`src/nlp_pkg.sv`:
```
// Shared types, codes and a character helper for the numeric literal parser.
package nlp_pkg;

	localparam int VALUE_BITS  = 32;
	localparam int OUT_BITS    = 32;
	localparam int QUEUE_DEPTH = 4;
	localparam int QPTR_BITS   = $clog2(QUEUE_DEPTH);
	localparam int QCNT_BITS   = $clog2(QUEUE_DEPTH + 1);

	localparam logic [1:0] FMT_HEX_PREFIX = 2'd0;
	localparam logic [1:0] FMT_HEX_SUFFIX = 2'd1;
	localparam logic [1:0] FMT_BINARY     = 2'd2;
	localparam logic [1:0] FMT_DECIMAL    = 2'd3;

	localparam logic [1:0] PFX_NONE = 2'd0;
	localparam logic [1:0] PFX_HEX  = 2'd1;
	localparam logic [1:0] PFX_BIN  = 2'd2;

	localparam logic [7:0] CH_0      = 8'h30;
	localparam logic [7:0] CH_1      = 8'h31;
	localparam logic [7:0] CH_9      = 8'h39;
	localparam logic [7:0] CH_UA     = 8'h41;
	localparam logic [7:0] CH_UF     = 8'h46;
	localparam logic [7:0] CH_LA     = 8'h61;
	localparam logic [7:0] CH_LF     = 8'h66;
	localparam logic [7:0] CH_LOWER_X = 8'h78;
	localparam logic [7:0] CH_UPPER_X = 8'h58;
	localparam logic [7:0] CH_LOWER_B = 8'h62;
	localparam logic [7:0] CH_UPPER_B = 8'h42;
	localparam logic [7:0] CH_LOWER_H = 8'h68;
	localparam logic [7:0] CH_UPPER_H = 8'h48;

	// One classified character, as passed from the front to the back.
	typedef struct packed {
		logic       last;
		logic       is_h;
		logic       hex_ok;
		logic       bin_ok;
		logic       dec_ok;
		logic       pos_ge2;
		logic       hex_restart;
		logic [1:0] prefix;
		logic [3:0] digit;
	} class_t;

	// Returns {valid, nibble} for a hex digit character.
	function automatic logic [4:0] hex_digit(input logic [7:0] c);
		logic [4:0] r;
		r = 5'd0;
		if (c inside {[CH_0:CH_9]}) begin
			r = {1'b1, c[3:0]};
		end else if (c inside {[CH_LA:CH_LF], [CH_UA:CH_UF]}) begin
			r = {1'b1, c[3:0] + 4'd9};
		end
		return r;
	endfunction

endpackage

```
`src/nlp_front.sv`:
```
// Front end: accepts characters, tracks position and prefix, classifies each beat.
module nlp_front (
	input  logic             clk,
	input  logic             arst_n,
	input  logic [7:0]       char_code,
	input  logic             last_char,
	input  logic             char_valid,
	output logic             char_ready,
	output logic             push_valid,
	input  logic             push_ready,
	output nlp_pkg::class_t  push_data
);

	logic [1:0] pos_q;
	logic       first_zero_q;
	logic [1:0] prefix_q;
	logic       first_zero_n;
	logic [1:0] prefix_n;
	logic [4:0] hd;
	logic       take;

	assign char_ready = push_ready;
	assign push_valid = char_valid;
	assign take       = char_valid && push_ready;
	assign hd         = nlp_pkg::hex_digit(char_code);

	always_comb begin
		first_zero_n = first_zero_q;
		prefix_n     = prefix_q;
		case (pos_q)
			2'd0: begin
				first_zero_n = (char_code == nlp_pkg::CH_0);
				prefix_n     = nlp_pkg::PFX_NONE;
			end
			2'd1: begin
				if (first_zero_q && (char_code == nlp_pkg::CH_LOWER_X ||
						char_code == nlp_pkg::CH_UPPER_X)) begin
					prefix_n = nlp_pkg::PFX_HEX;
				end else if (first_zero_q && (char_code == nlp_pkg::CH_LOWER_B ||
						char_code == nlp_pkg::CH_UPPER_B)) begin
					prefix_n = nlp_pkg::PFX_BIN;
				end else begin
					prefix_n = nlp_pkg::PFX_NONE;
				end
			end
			default: ;
		endcase
	end

	always_comb begin
		push_data.last        = last_char;
		push_data.is_h        = (char_code == nlp_pkg::CH_LOWER_H ||
			char_code == nlp_pkg::CH_UPPER_H);
		push_data.hex_ok      = hd[4];
		push_data.bin_ok      = (char_code == nlp_pkg::CH_0 || char_code == nlp_pkg::CH_1);
		push_data.dec_ok      = (char_code inside {[nlp_pkg::CH_0:nlp_pkg::CH_9]});
		push_data.pos_ge2     = (pos_q == 2'd2);
		push_data.hex_restart = (pos_q == 2'd1) && (prefix_n == nlp_pkg::PFX_HEX);
		push_data.prefix      = prefix_n;
		push_data.digit       = hd[3:0];
	end

	always_ff @(posedge clk or negedge arst_n) begin
		if (!arst_n) begin
			pos_q        <= 2'd0;
			first_zero_q <= 1'b0;
			prefix_q     <= nlp_pkg::PFX_NONE;
		end else if (take) begin
			if (last_char) begin
				pos_q        <= 2'd0;
				first_zero_q <= 1'b0;
				prefix_q     <= nlp_pkg::PFX_NONE;
			end else begin
				// advance position, saturate at two
				if (pos_q != 2'd2) begin
					pos_q <= pos_q + 2'd1;
				end
				first_zero_q <= first_zero_n;
				prefix_q     <= prefix_n;
			end
		end
	end

endmodule

```
`src/nlp_queue.sv`:
```
// Short queue of classified beats between front and back.
module nlp_queue (
	input  logic             clk,
	input  logic             arst_n,
	input  logic             push_valid,
	output logic             push_ready,
	input  nlp_pkg::class_t  push_data,
	output logic             pop_valid,
	input  logic             pop_ready,
	output nlp_pkg::class_t  pop_data
);

	nlp_pkg::class_t                 mem_q [nlp_pkg::QUEUE_DEPTH];
	logic [nlp_pkg::QPTR_BITS-1:0]   wr_ptr_q;
	logic [nlp_pkg::QPTR_BITS-1:0]   rd_ptr_q;
	logic [nlp_pkg::QCNT_BITS-1:0]   count_q;
	logic                            push;
	logic                            pop;

	assign push_ready = (count_q != nlp_pkg::QCNT_BITS'(nlp_pkg::QUEUE_DEPTH));
	assign pop_valid  = (count_q != '0);
	assign pop_data   = mem_q[rd_ptr_q];
	assign push       = push_valid && push_ready;
	assign pop        = pop_valid && pop_ready;

	always_ff @(posedge clk) begin
		if (push) begin
			mem_q[wr_ptr_q] <= push_data;
		end
	end

	always_ff @(posedge clk or negedge arst_n) begin
		if (!arst_n) begin
			wr_ptr_q <= '0;
			rd_ptr_q <= '0;
			count_q  <= '0;
		end else begin
			if (push) begin
				wr_ptr_q <= wr_ptr_q + 1'b1;
			end
			if (pop) begin
				rd_ptr_q <= rd_ptr_q + 1'b1;
			end
			if (push && !pop) begin
				count_q <= count_q + 1'b1;
			end else if (pop && !push) begin
				count_q <= count_q - 1'b1;
			end
		end
	end

endmodule

```
`src/nlp_back.sv`:
```
// Back end: runs the hex, binary and decimal scans and registers each result.
module nlp_back (
	input  logic             clk,
	input  logic             arst_n,
	input  logic             pop_valid,
	output logic             pop_ready,
	input  nlp_pkg::class_t  pop_data,
	output logic             result_valid,
	input  logic             result_ready,
	output logic [nlp_pkg::OUT_BITS-1:0] value,
	output logic [1:0]       format,
	output logic             bad_format
);

	localparam int VB = nlp_pkg::VALUE_BITS;

	logic [VB-1:0] hex_acc_q, hex_acc_n;
	logic          hex_stop_q, hex_stop_n;
	logic          hex_seen_q, hex_seen_n;
	logic [VB-1:0] bin_acc_q, bin_acc_n;
	logic          bin_bad_q, bin_bad_n;
	logic [VB-1:0] dec_acc_q, dec_acc_n;
	logic          dec_bad_q, dec_bad_n;
	logic [VB-1:0] prev_q;
	logic [VB-1:0] res_value;
	logic [1:0]    res_fmt;
	logic          res_bad;
	logic          out_valid_q;
	logic [nlp_pkg::OUT_BITS-1:0] value_q;
	logic [1:0]    format_q;
	logic          bad_q;
	logic          out_free;
	logic          pop;

	assign out_free  = !out_valid_q || result_ready;
	// a closing beat waits only for room in the output register
	assign pop_ready = !pop_data.last || out_free;
	assign pop       = pop_valid && pop_ready;

	always_comb begin
		hex_acc_n  = hex_acc_q;
		hex_stop_n = hex_stop_q;
		hex_seen_n = hex_seen_q;
		if (pop_data.hex_restart) begin
			hex_acc_n  = '0;
			hex_stop_n = 1'b0;
			hex_seen_n = 1'b0;
		end else if (!hex_stop_q) begin
			if (pop_data.hex_ok) begin
				hex_acc_n  = {hex_acc_q[VB-5:0], pop_data.digit};
				hex_seen_n = 1'b1;
			end else begin
				hex_stop_n = 1'b1;
			end
		end

		bin_acc_n = bin_acc_q;
		bin_bad_n = bin_bad_q;
		if (pop_data.pos_ge2 && !bin_bad_q) begin
			if (pop_data.bin_ok) begin
				bin_acc_n = {bin_acc_q[VB-2:0], pop_data.digit[0]};
			end else begin
				bin_bad_n = 1'b1;
			end
		end

		dec_acc_n = dec_acc_q;
		dec_bad_n = dec_bad_q;
		if (!dec_bad_q) begin
			if (pop_data.dec_ok) begin
				// times ten as two shifts and an add
				dec_acc_n = {dec_acc_q[VB-4:0], 3'b000} + {dec_acc_q[VB-2:0], 1'b0}
					+ VB'(pop_data.digit);
			end else begin
				dec_bad_n = 1'b1;
			end
		end
	end

	always_comb begin
		res_bad = 1'b0;
		if (pop_data.prefix == nlp_pkg::PFX_HEX) begin
			res_value = hex_acc_n;
			res_fmt   = nlp_pkg::FMT_HEX_PREFIX;
		end else if (pop_data.is_h) begin
			res_value = hex_seen_q ? hex_acc_q : prev_q;
			res_fmt   = nlp_pkg::FMT_HEX_SUFFIX;
		end else if (pop_data.prefix == nlp_pkg::PFX_BIN) begin
			res_value = bin_acc_n;
			res_fmt   = nlp_pkg::FMT_BINARY;
			res_bad   = bin_bad_n;
		end else begin
			res_value = dec_acc_n;
			res_fmt   = nlp_pkg::FMT_DECIMAL;
			res_bad   = dec_bad_n;
		end
	end

	always_ff @(posedge clk or negedge arst_n) begin
		if (!arst_n) begin
			hex_acc_q   <= '0;
			hex_stop_q  <= 1'b0;
			hex_seen_q  <= 1'b0;
			bin_acc_q   <= '0;
			bin_bad_q   <= 1'b0;
			dec_acc_q   <= '0;
			dec_bad_q   <= 1'b0;
			prev_q      <= '0;
			out_valid_q <= 1'b0;
		end else begin
			if (result_ready) begin
				out_valid_q <= 1'b0;
			end
			if (pop) begin
				if (pop_data.last) begin
					// drop the token state, keep the value for a bare suffix
					hex_acc_q   <= '0;
					hex_stop_q  <= 1'b0;
					hex_seen_q  <= 1'b0;
					bin_acc_q   <= '0;
					bin_bad_q   <= 1'b0;
					dec_acc_q   <= '0;
					dec_bad_q   <= 1'b0;
					prev_q      <= res_value;
					out_valid_q <= 1'b1;
				end else begin
					hex_acc_q  <= hex_acc_n;
					hex_stop_q <= hex_stop_n;
					hex_seen_q <= hex_seen_n;
					bin_acc_q  <= bin_acc_n;
					bin_bad_q  <= bin_bad_n;
					dec_acc_q  <= dec_acc_n;
					dec_bad_q  <= dec_bad_n;
				end
			end
		end
	end

	always_ff @(posedge clk) begin
		if (pop && pop_data.last) begin
			value_q  <= nlp_pkg::OUT_BITS'(res_value);
			format_q <= res_fmt;
			bad_q    <= res_bad;
		end
	end

	assign result_valid = out_valid_q;
	assign value        = value_q;
	assign format       = format_q;
	assign bad_format   = bad_q;

	a_last_gives_result: assert property (@(posedge clk) disable iff (!arst_n)
		pop && pop_data.last |=> out_valid_q)
		else $error("closing beat did not load the output register");

	a_token_cleared: assert property (@(posedge clk) disable iff (!arst_n)
		pop && pop_data.last |=> !hex_seen_q && !hex_stop_q && !bin_bad_q && !dec_bad_q
			&& hex_acc_q == '0 && bin_acc_q == '0 && dec_acc_q == '0)
		else $error("token state not cleared after a result");

	a_hex_never_bad: assert property (@(posedge clk) disable iff (!arst_n)
		out_valid_q && (format_q == nlp_pkg::FMT_HEX_PREFIX ||
			format_q == nlp_pkg::FMT_HEX_SUFFIX) |-> !bad_q)
		else $error("hex result flagged bad");

	a_no_overwrite: assert property (@(posedge clk) disable iff (!arst_n)
		out_valid_q && !result_ready |-> !(pop && pop_data.last))
		else $error("pending result overwritten");

endmodule

```
`src/number_literal_parser_top.sv`:
```
// Top level of the numeric literal parser: front, beat queue, back.
//
//  channel  | handshake                  | payload
//  ---------+----------------------------+------------------------------
//  char     | char_valid / char_ready    | char_code, last_char
//  result   | result_valid / result_ready| value, format, bad_format
//
// One character per cycle while the queue has room; the queue registers each beat
// and the back registers the result of its closing beat.
// The four-entry queue and the output register set the slack between sides:
// a closing beat waits out a stalled result; the front takes beats until the
// queue fills. Reset clears all token state and the remembered previous value.
module number_literal_parser_top (
	input  logic        clk,
	input  logic        arst_n,
	input  logic [7:0]  char_code,
	input  logic        last_char,
	input  logic        char_valid,
	output logic        char_ready,
	output logic [31:0] value,
	output logic [1:0]  format,
	output logic        bad_format,
	output logic        result_valid,
	input  logic        result_ready
);

	logic            push_valid;
	logic            push_ready;
	nlp_pkg::class_t push_data;
	logic            pop_valid;
	logic            pop_ready;
	nlp_pkg::class_t pop_data;

	nlp_front u_front (
		.clk        (clk),
		.arst_n     (arst_n),
		.char_code  (char_code),
		.last_char  (last_char),
		.char_valid (char_valid),
		.char_ready (char_ready),
		.push_valid (push_valid),
		.push_ready (push_ready),
		.push_data  (push_data)
	);

	nlp_queue u_queue (
		.clk        (clk),
		.arst_n     (arst_n),
		.push_valid (push_valid),
		.push_ready (push_ready),
		.push_data  (push_data),
		.pop_valid  (pop_valid),
		.pop_ready  (pop_ready),
		.pop_data   (pop_data)
	);

	nlp_back u_back (
		.clk          (clk),
		.arst_n       (arst_n),
		.pop_valid    (pop_valid),
		.pop_ready    (pop_ready),
		.pop_data     (pop_data),
		.result_valid (result_valid),
		.result_ready (result_ready),
		.value        (value),
		.format       (format),
		.bad_format   (bad_format)
	);

endmodule
```
`config.mk`:
```
export PLATFORM = sky130hd
export DESIGN_NAME = number_literal_parser_top
export DESIGN_NICKNAME = d
export VERILOG_FILES = /design/src/nlp_pkg.sv /design/src/nlp_front.sv /design/src/nlp_queue.sv /design/src/nlp_back.sv /design/src/number_literal_parser_top.sv
export SDC_FILE = /design/constraint.sdc
export NUM_CORES = 1
export LEC_CHECK = 0
export ABC_CLOCK_PERIOD_IN_PS = 4000
export BUFFER_PORTS_ARGS = -buffer_cell sky130_fd_sc_hd__buf_4
export CORE_ASPECT_RATIO = 1.5
export CORE_MARGIN = 3
export CORE_UTILIZATION = 57
export CTS_CLUSTER_DIAMETER = 50
export DETAILED_ROUTE_END_ITERATION = 8
export GPL_ROUTABILITY_DRIVEN = 0
export PLACE_DENSITY = 0.82
export SLEW_MARGIN = 20
export SYNTH_ARGS = -nofsm -noshare
export SYNTH_HDL_FRONTEND = slang
export SYNTH_SLANG_ARGS = --single-unit
```
`constraint.sdc`:
```
create_clock -name clk -period 4 [get_ports clk]
set_input_delay 0 -clock clk [delete_from_list [all_inputs] [get_ports clk]]
set_output_delay 0 -clock clk [all_outputs]
set_load 0.02 [all_outputs]
```
# Word level (Yosys, flattened, before mapping)
# Memory sizes are Yosys's and may differ from the RTL's.
# Cells that the tools add are included.
# Widths: inputs -> output; s select.
# word_totals
mem_count	1
inputBits	13
ff_bits	180
mem_bits_rw	52
# memory_table
memory	depth	word_bits	read_ports	rd_ports_with_merged_regs	write_ports	line_no	text
u_queue.mem_q	4	13	1	0	1	nlp_queue.sv:13	nlp_pkg::class_t mem_q [nlp_pkg::QUEUE_DEPTH];
# classes
magnitude_cmp	6
n_reduce_logical	35
n_eq_ne	16
n_mux	48
add_sub_neg	8
# ops
op	count
$mux 32	14
$eq 8x7->1 const B	6
$add 32x32->32	1
$add 32x4->32	1
$mux 1	24
$eq 8x6->1 const B	2
$ge 8x7->1 const B	2
$le 8x7->1 const B	2
$logic_and 1x1->1	12
$mux 2	5
$mux 5	2
$ge 8x6->1 const B	1
$le 8x6->1 const B	1
$reduce_bool 2->1	4
$add 2x1->2 const B	3
$eq 2x1->1 const B	3
$logic_or 1x1->1	6
$mux 3	2
$reduce_and 2->1	3
$reduce_bool 3->1	2
$logic_not 1->1	5
$add 4x4->4 const B	1
$eq 2x2->1 const B	2
$pmux 2 s2	1
8 further kinds	8

# Logic depth before layout (Yosys ltp)
# Gate-level depths: netlist of run 1.
# depth
ltp_word	8
mapped_depth	15

# Cells and area by module
# From an unflattened synthesis of run 1, not the netlist that was laid out.
# unflattened
cells_unflattened	1309
area_unflattened_um2	13514.2
# by_module_without_submodules
module	cells_each	area_per_inst_um2	n_inst	seq_area_each_um2
nlp_back	1130	10635.2	1	4379.2
nlp_queue	103	2321.0	1	1736.7
nlp_front	76	558.0	1	125.1

# Least setup slack after synthesis of run 1
# OpenSTA, ideal clock, no wires.
# synth_path
path_type	register -> register
start	register u_queue.rd_ptr_q[0] (netlist bit)
end	register u_back.prev_q[24]
t_arrival_ps	3739
path_stages_with_launch	15
slack_ps	136
path_cell_list	dfrtp_1 buf_6 buf_6 mux4_2 ha_1 ha_1 fa_1 a21o_1 a221oi_4 o311ai_4 a211oi_2 or3_1 a21oi_1 o32a_1 mux2_2
# synth_between
elab_chain_cells	7
word_cells_on_any_way	19
cone_classes	add/sub (1); eq/ne (2); mux (10); reduce/logical (5); memory (1)
# synth_rtl
item	line_no	text
start: declaration	nlp_queue.sv:15	logic [nlp_pkg::QPTR_BITS-1:0] rd_ptr_q;
start signal: assignment	nlp_queue.sv:42	rd_ptr_q <= rd_ptr_q + 1'b1;
$mem_v2 4x13 (*)	-	
$add 32x4->32	nlp_back.sv:73	+ VB'(pop_data.digit);
$mux 32	nlp_back.sv:70	if (pop_data.dec_ok) begin
$mux 32	nlp_back.sv:69	if (!dec_bad_q) begin
$mux 32	nlp_back.sv:88	end else if (pop_data.prefix == nlp_pkg::PFX_BIN) begin
$mux 32	nlp_back.sv:85	end else if (pop_data.is_h) begin
$mux 32 (*)	nlp_back.sv:82	if (pop_data.prefix == nlp_pkg::PFX_HEX) begin
via u_back.res_value[24]	nlp_back.sv:25	logic [VB-1:0] res_value;
end signal: assignment	nlp_back.sv:124	prev_q <= res_value;
end: declaration	nlp_back.sv:24	logic [VB-1:0] prev_q;
# The timed path passes the listed nets; every way through them passes the cells marked *.
# A chain may end at the register's enable or synchronous reset.

# Worst setup path in the final report of run 1
# layout_path
start	register u_queue.rd_ptr_q[0] (netlist bit)
end	register u_back.value_q, in the netlist u_back.value[19] (data pin)
# layout_between
elab_chain_cells	7
word_cells_on_any_way	15
cone_classes	add/sub (1); eq/ne (2); mux (10); reduce/logical (1); memory (1)
# layout_rtl
item	line_no	text
$mem_v2 4x13 (*)	-	
$add 32x4->32	nlp_back.sv:73	
$mux 32	nlp_back.sv:70	
$mux 32	nlp_back.sv:69	
$mux 32	nlp_back.sv:88	
$mux 32	nlp_back.sv:85	
$mux 32 (*)	nlp_back.sv:82	
via u_back.res_value[19]	nlp_back.sv:25	
end signal: assignment	nlp_back.sv:141	value_q <= nlp_pkg::OUT_BITS'(res_value);
end: declaration	nlp_back.sv:29	logic [nlp_pkg::OUT_BITS-1:0] value_q;
# Marked as above.

==> flow_summary.yaml, run 1 <==
cts:
  cts.clk_slew.worst_paths_ns: 0.07
  numCtsBuffers: 23
  insertion_delay_ns: 0.53
  cts_root_buf: "clkbuf_16"
  cts_buffer_depth: 3
  clock-sinks: 232
  cts_tree: "built"
  htreeDepth: 1
yosys:
  avgSynthCellArea_um2: 10.3
  synth_top_area_share_pct: 27.1
  synth_edf_count: 87
  yosysSeqAreaShare_pct: 46.6
  yosysTopAreaCell: "dfrtp_1"
  ys_ff_latch: 232
  synth_area_um2: 13400
  ys_warn_count: 0
  synth_nets: 1388
  synth_cell_type_count: 76
  async_flop_share_pct: 62.5
  syn_inst: 1302
  synthTopCellsByArea: "dfrtp_1, edfxtp_1, ha_1, nand2_1, mux2i_1"
  synth-main-ff-cell: "dfrtp_1"
routing:
  drc_errors: 0
  avgRoutedWirePerCell_um: 21.8
  wl_um: 36700
  firstDrtPassIters: 6
  via_per_inst: 6.45
  drtIter0Drc: 1221
  final_antenna_net_count: 0
  vias: 10900
placement:
  port_buffers: 49
  place_inst: 1625
  hpwl_um: 25300
layout:
  area_delta_synth_final_pct: 12.3
  nFillCells: 1722
  layout_commonest_cell: "nand2_1"
  fin_util_pct: 65.3
  drive_above_1_share_pct: 14.5
  insertedDiodeCount: 0
  nets: 1438
  instances_no_fill: 1683
  layout_common_cells: "nand2_1, dfrtp_1, o21ai_0"
timing:
  worst_slew_pin_slew_ns: 1.13
  max_slew_margin_pct: 24.7
  fin_setup_tns_ns: 0
  period_share_pct: 98.6
  setup_viol: 0
  rsz0062_at_grt: "no"
  skew_ns: 0.0206
  maxSlewViolCount: 0
  hold_violations: 0
  maxClockFrequency_mhz: 254
  min_period_ns: 3.94
  holdWs_ns: 0.0440
setup_path:
  path_cells: "mux4_2 -> inv_1 -> fa_1 -> inv_1 -> ha_1 -> nand3_1 -> a21oi_1 -> nor2_1 -> o211ai_1 -> a21oi_1 -> buf_4 -> xor2_1 -> o21a_1 -> nor2_1"
  crit_required_ns: 4.26
  crit_type: "flip-flop to flip-flop"
  cp_slowest_cell: "mux4_2"
  cp-start-kind: "flip-flop"
  cp-end-kind: "flip-flop"
  crit_fanout: 4
  arrival_ns: 4.20
  slowest_delay_ns: 0.53
  critical_path_buf_inv_count: 3
  path_delay_family: "compound AO/OA/AOI/OAI gates"
pwr:
  power_mw: 12.4
  p_leak_nw: 6.50
  peakVddDrop_mv: 0.610
  p_per_area_nw_per_um2: 822
die:
  rows: 68
  core_um2: 23100
  die_height_um: 194
  ios: 50
  design.die.area_um2: 25400
  start_util_pct: 58.1
  die_w_um: 131
global_route:
  grt_pass1_wl_um: 58500
  grt_pass1_vias: 10800
  antenna_found_initial: 0
  grt_use_total_pct: 28.5
  grt_overflow: 0
  grt_max_degree: 79
flow_run:
  cap_violations: 0
status:
  outcome: "finished clean"
min_path:
  hp-class: "input pin to asynchronous set/reset pin"
## synthesized netlist by cell type, types with 22 or more instances
cell type  instances
a21oi_1           75
a22o_1            38
buf_2             22
clkbuf_1          42
dfrtp_1          145
edfxtp_1          87
ha_1              70
inv_1             24
mux2_2            29
mux2i_1           74
nand2_1          206
nand3_1           47
nor2_1            62
o21ai_0          107
## stage by stage
step,setup slack [ns],cell area [µm²]
3_5_place_dp,0.0862,14100
3_3_place_gp,0.154,14100
6_report,0.0576,15100
2_1_floorplan,0.136,13400
5_1_grt,0.00200,15100
4_1_cts,0.0544,15000
## cells by family after synthesis
kind of cell             count (synthesis)  synth area share (%)
flip-flops                             232                  46.6
XOR/XNOR                                32                  2.09
buffers and inverters                  108                  3.82
multiplexers                           118                  10.3
adder cells (fa/ha/maj)                 73                  6.98
AO/OA/AOI/OAI                          348                  17.2
AND/OR/NAND/NOR                        391                  13.0
## repair_timing
action                                  CTS  global route
hold buffers                             15             0
hold endpoints to repair                109             0
endpoints found under the setup margin    0            19
setup buffers                             0             2
gates resized for setup                   0             5
## state kept, by name, indices dropped and copies added (netlist names), 3 cells and up
register and count:
u_back.dec_acc_q 32, u_back.prev_q 32, u_back.hex_acc_q 32, u_back.value 32
u_queue.mem_q 52, u_back.bin_acc_q 32, u_queue.count_q 3
## cell type report
type | count | area (µm²) | share of cell area [%]
repair buffers | 106 | 850 | 5.64
clock buffers | 25 | 583 | 3.87
inverters | 27 | 101 | 0.673
clock inverters | 16 | 194 | 1.29
flip-flops and latches | 232 | 6240 | 41.5
multi-input cells | 962 | 6690 | 44.4
well taps | 315 | 394 | 2.62
## final timing paths
check	endpoint	startpoint	cells after the start	slack, ns
worst max-delay path	u_back.value[19]$_DFFE_PP_	u_queue.rd_ptr_q[0]$_DFFE_PN0P_	14	0.06
worst min-delay path	u_back.bin_acc_q[3]$_DFFE_PN0P_	arst_n	2	0.04
worst min register to register	u_back.prev_q[5]$_DFFE_PN0P_	u_back.prev_q[5]$_DFFE_PN0P_	2	0.48
max in group asynchronous	u_back.hex_seen_q$_DFFE_PN0P_	arst_n	3	2.81
min in group clk	u_queue.mem_q[3][8]$_DFFE_PP_	char_code[5]	3	0.07
worst max register to register	u_back.value[19]$_DFFE_PP_	u_queue.rd_ptr_q[0]$_DFFE_PN0P_	14	0.06
## worst reg2reg max path: cells and delay by family (launching register included)
kind                     cells  cell delay, ns
AO/OA/AOI/OAI                4            1.23
XOR/XNOR                     1            0.23
adder cells (fa/ha/maj)      2            0.58
buffers and inverters        3            0.39
flip-flops                   1            0.42
multiplexers                 1            0.53
AND/OR/NAND/NOR              3            0.32
## per-layer routing
| metal | up-vias | track usage, % | share of wire, % |
|---|---|---|---|
| li1 | 4894 | - | - |
| met1 | 5273 | 34.4 | 37 |
| met2 | 550 | 49.0 | 50 |
| met3 | 141 | 4.21 | 7.4 |
| met4 | 0 | 16.0 | 6.1 |
| met5 | - | 0 | 0 |
## where the power goes
group / switching, mW / total (mW) / internal (mW)
clock network: 0.954 / 2.27 / 1.32
registers: 0.483 / 3.79 / 3.30
logic: 4.06 / 6.30 / 2.24
(Power assumes the default switching activity.)
==> inputs of run 2 (changes only) <==
--- a/config.mk
+++ b/config.mk
@@ -5,15 +5,15 @@
 export SDC_FILE = /design/constraint.sdc
 export NUM_CORES = 1
 export LEC_CHECK = 0
-export ABC_CLOCK_PERIOD_IN_PS = 4000
+export ABC_CLOCK_PERIOD_IN_PS = 4950
 export BUFFER_PORTS_ARGS = -buffer_cell sky130_fd_sc_hd__buf_4
 export CORE_ASPECT_RATIO = 1.5
 export CORE_MARGIN = 3
-export CORE_UTILIZATION = 57
+export CORE_UTILIZATION = 60
 export CTS_CLUSTER_DIAMETER = 50
 export DETAILED_ROUTE_END_ITERATION = 8
 export GPL_ROUTABILITY_DRIVEN = 0
-export PLACE_DENSITY = 0.82
+export PLACE_DENSITY = 0.83
 export SLEW_MARGIN = 20
 export SYNTH_ARGS = -nofsm -noshare
 export SYNTH_HDL_FRONTEND = slang
==> constraint.sdc (replaced) <==
create_clock -name clk -period 4.95 [get_ports clk]
set_input_delay 0 -clock clk [delete_from_list [all_inputs] [get_ports clk]]
set_output_delay 0 -clock clk [all_outputs]
set_load 0.02 [all_outputs]
==> flow_summary.yaml, run 2 (synthesized netlist as in run 1, its figures left out) <==
setup_path:
  slowest_delay_ns: 0.59
  path_cells: "mux4_2 -> ha_1 -> ha_1 -> fa_1 -> a21o_1 -> a221o_1 -> o2111ai_1 -> a211oi_1 -> a221oi_1 -> xor2_1 -> o21ai_0"
  cp-start-kind: "flip-flop"
  crit_fanout: 4
  arrival_ns: 4.45
  path_delay_family: "compound AO/OA/AOI/OAI gates"
  cp-end-kind: "flip-flop"
  critical_path_buf_inv_count: 0
  crit_type: "flip-flop to flip-flop"
  cp_slowest_cell: "mux4_2"
  crit_required_ns: 5.20
  cp_common_cell: "ha_1"
global_route:
  grt_use_total_pct: 30.4
  grt_pass1_wl_um: 59000
  grt_overflow: 0
  grt_max_degree: 99
  antenna_found_initial: 0
  grt_pass1_vias: 11200
routing:
  via_per_inst: 6.74
  firstDrtPassIters: 6
  avgRoutedWirePerCell_um: 22.6
  final_antenna_net_count: 0
  drtIter0Drc: 1421
  vias: 10900
  drc_errors: 0
  wl_um: 36500
flow_run:
  cap_violations: 0
status:
  outcome: "finished clean"
timing:
  skew_ns: 0.0105
  rsz0062_at_grt: "no"
  maxClockFrequency_mhz: 238
  hold_violations: 0
  setup_viol: 0
  fin_setup_tns_ns: 0
  worst_slew_pin_slew_ns: 1.16
  maxSlewViolCount: 0
  max_slew_margin_pct: 22.7
  period_share_pct: 84.8
  min_period_ns: 4.20
  fin_ws_ns: 0.754
cts:
  cts_tree: "built"
  insertion_delay_ns: 0.52
  htreeDepth: 1
  cts.clk_slew.worst_paths_ns: 0.06
  clock-sinks: 232
  cts_resized: 0
  numCtsBuffers: 24
  cts_buffer_depth: 3
  cts_root_buf: "clkbuf_16"
die:
  core_um2: 21800
  die_w_um: 128
  start_util_pct: 61.5
  die_height_um: 189
  design.die.area_um2: 24200
  rows: 66
  ios: 50
pwr:
  p_leak_nw: 6.37
  power_mw: 9.81
  p_per_area_nw_per_um2: 664
  peakVddDrop_mv: 0.576
layout:
  largest_reg_flops: 52
  regArea_um2: 6240
  layout_common_cells: "nand2_1, dfrtp_1, o21ai_0"
  insertedDiodeCount: 0
  nets: 1414
  nFillCells: 1608
  drive_above_1_share_pct: 13.0
  largest-register: "u_queue.mem_q"
  layout_commonest_cell: "nand2_1"
  area_delta_synth_final_pct: 10.3
  multi_input_area_um2: 6670
placement:
  port_buffers: 49
  hpwl_um: 24800
  post-place-ws_ns: 0.813
min_path:
  hp-class: "input pin to flip-flop"
-- run 2: cell types whose count changed in the layout (fill, tap and decap cells not counted), moves of 2 or more --
cell       change
buf_4         -25
bufinv_16      -3
clkinv_2       +3
clkbuf_16      +2
-- run 2: layout make-up --
cell class | instances | area share [%]
Clock buffer | 27 | 4.28
Clock inverter | 17 | 0.872
Inverter | 27 | 0.686
Multi-Input combinational cell | 962 | 45.1
Sequential cell | 232 | 42.2
Tap cell | 272 | 2.30
Timing Repair Buffer | 81 | 4.48
-- run 2: stage by stage --
stage	area (µm²)	cells	hold WS, ns	util (%)
6_report	14800	1618	0.0457	67.8
5_1_grt	14800	1618	0.0691	67.8
4_1_cts	14800	1617	0.0213	67.7
3_5_place_dp	13800	1558	0.162	63.5
3_3_place_gp	13800	1558	0.163	63.5
2_1_floorplan	13400	1302	-0.296	-
-- run 2: what timing repair did --
item                      CTS  global route
buffers inserted            0             0
hold endpoints to repair  134             0
hold buffers               15             0
-- run 2: worst register-to-register path, cell delays in order (launching register included) --
cell	delay [ns]
dfrtp_1	0.45
mux4_2	0.59
ha_1	0.30
ha_1	0.23
fa_1	0.42
a21o_1	0.26
a221o_1	0.32
o2111ai_1	0.40
a211oi_1	0.22
a221oi_1	0.32
xor2_1	0.28
o21ai_0	0.15
-- run 2: final timing paths --
check | start | endpoint | slack, ns | cells after the start
setup / recovery | u_queue.rd_ptr_q[0]$_DFFE_PN0P_ | u_back.value[30]$_DFFE_PP_ | 0.75 | 11
hold / removal | char_code[5] | u_queue.mem_q[2][8]$_DFFE_PP_ | 0.05 | 3
setup reg to reg | u_queue.rd_ptr_q[0]$_DFFE_PN0P_ | u_back.value[30]$_DFFE_PP_ | 0.75 | 11
hold reg to reg | u_back.prev_q[4]$_DFFE_PN0P_ | u_back.prev_q[4]$_DFFE_PN0P_ | 0.49 | 2
max in group asynchronous | arst_n | u_back.prev_q[27]$_DFFE_PN0P_ | 3.63 | 3
min in group asynchronous | arst_n | u_front.pos_q[1]$_DFFE_PN0P_ | 0.12 | 2
-- run 2: power breakdown --
group | internal, mW | switching (mW)
Clock | 0.981 | 0.770
Combinational | 1.71 | 3.26
Sequential | 2.67 | 0.409
Total | 5.37 | 4.44
-- run 2: per-layer routing --
layer,GRT usage [%],vias up,part of all wire [%]
met4,16.2,0,6.2
li1,-,4843,-
met1,37.7,5244,36
met5,0,-,0
met2,50.8,644,49
met3,4.66,174,8.3
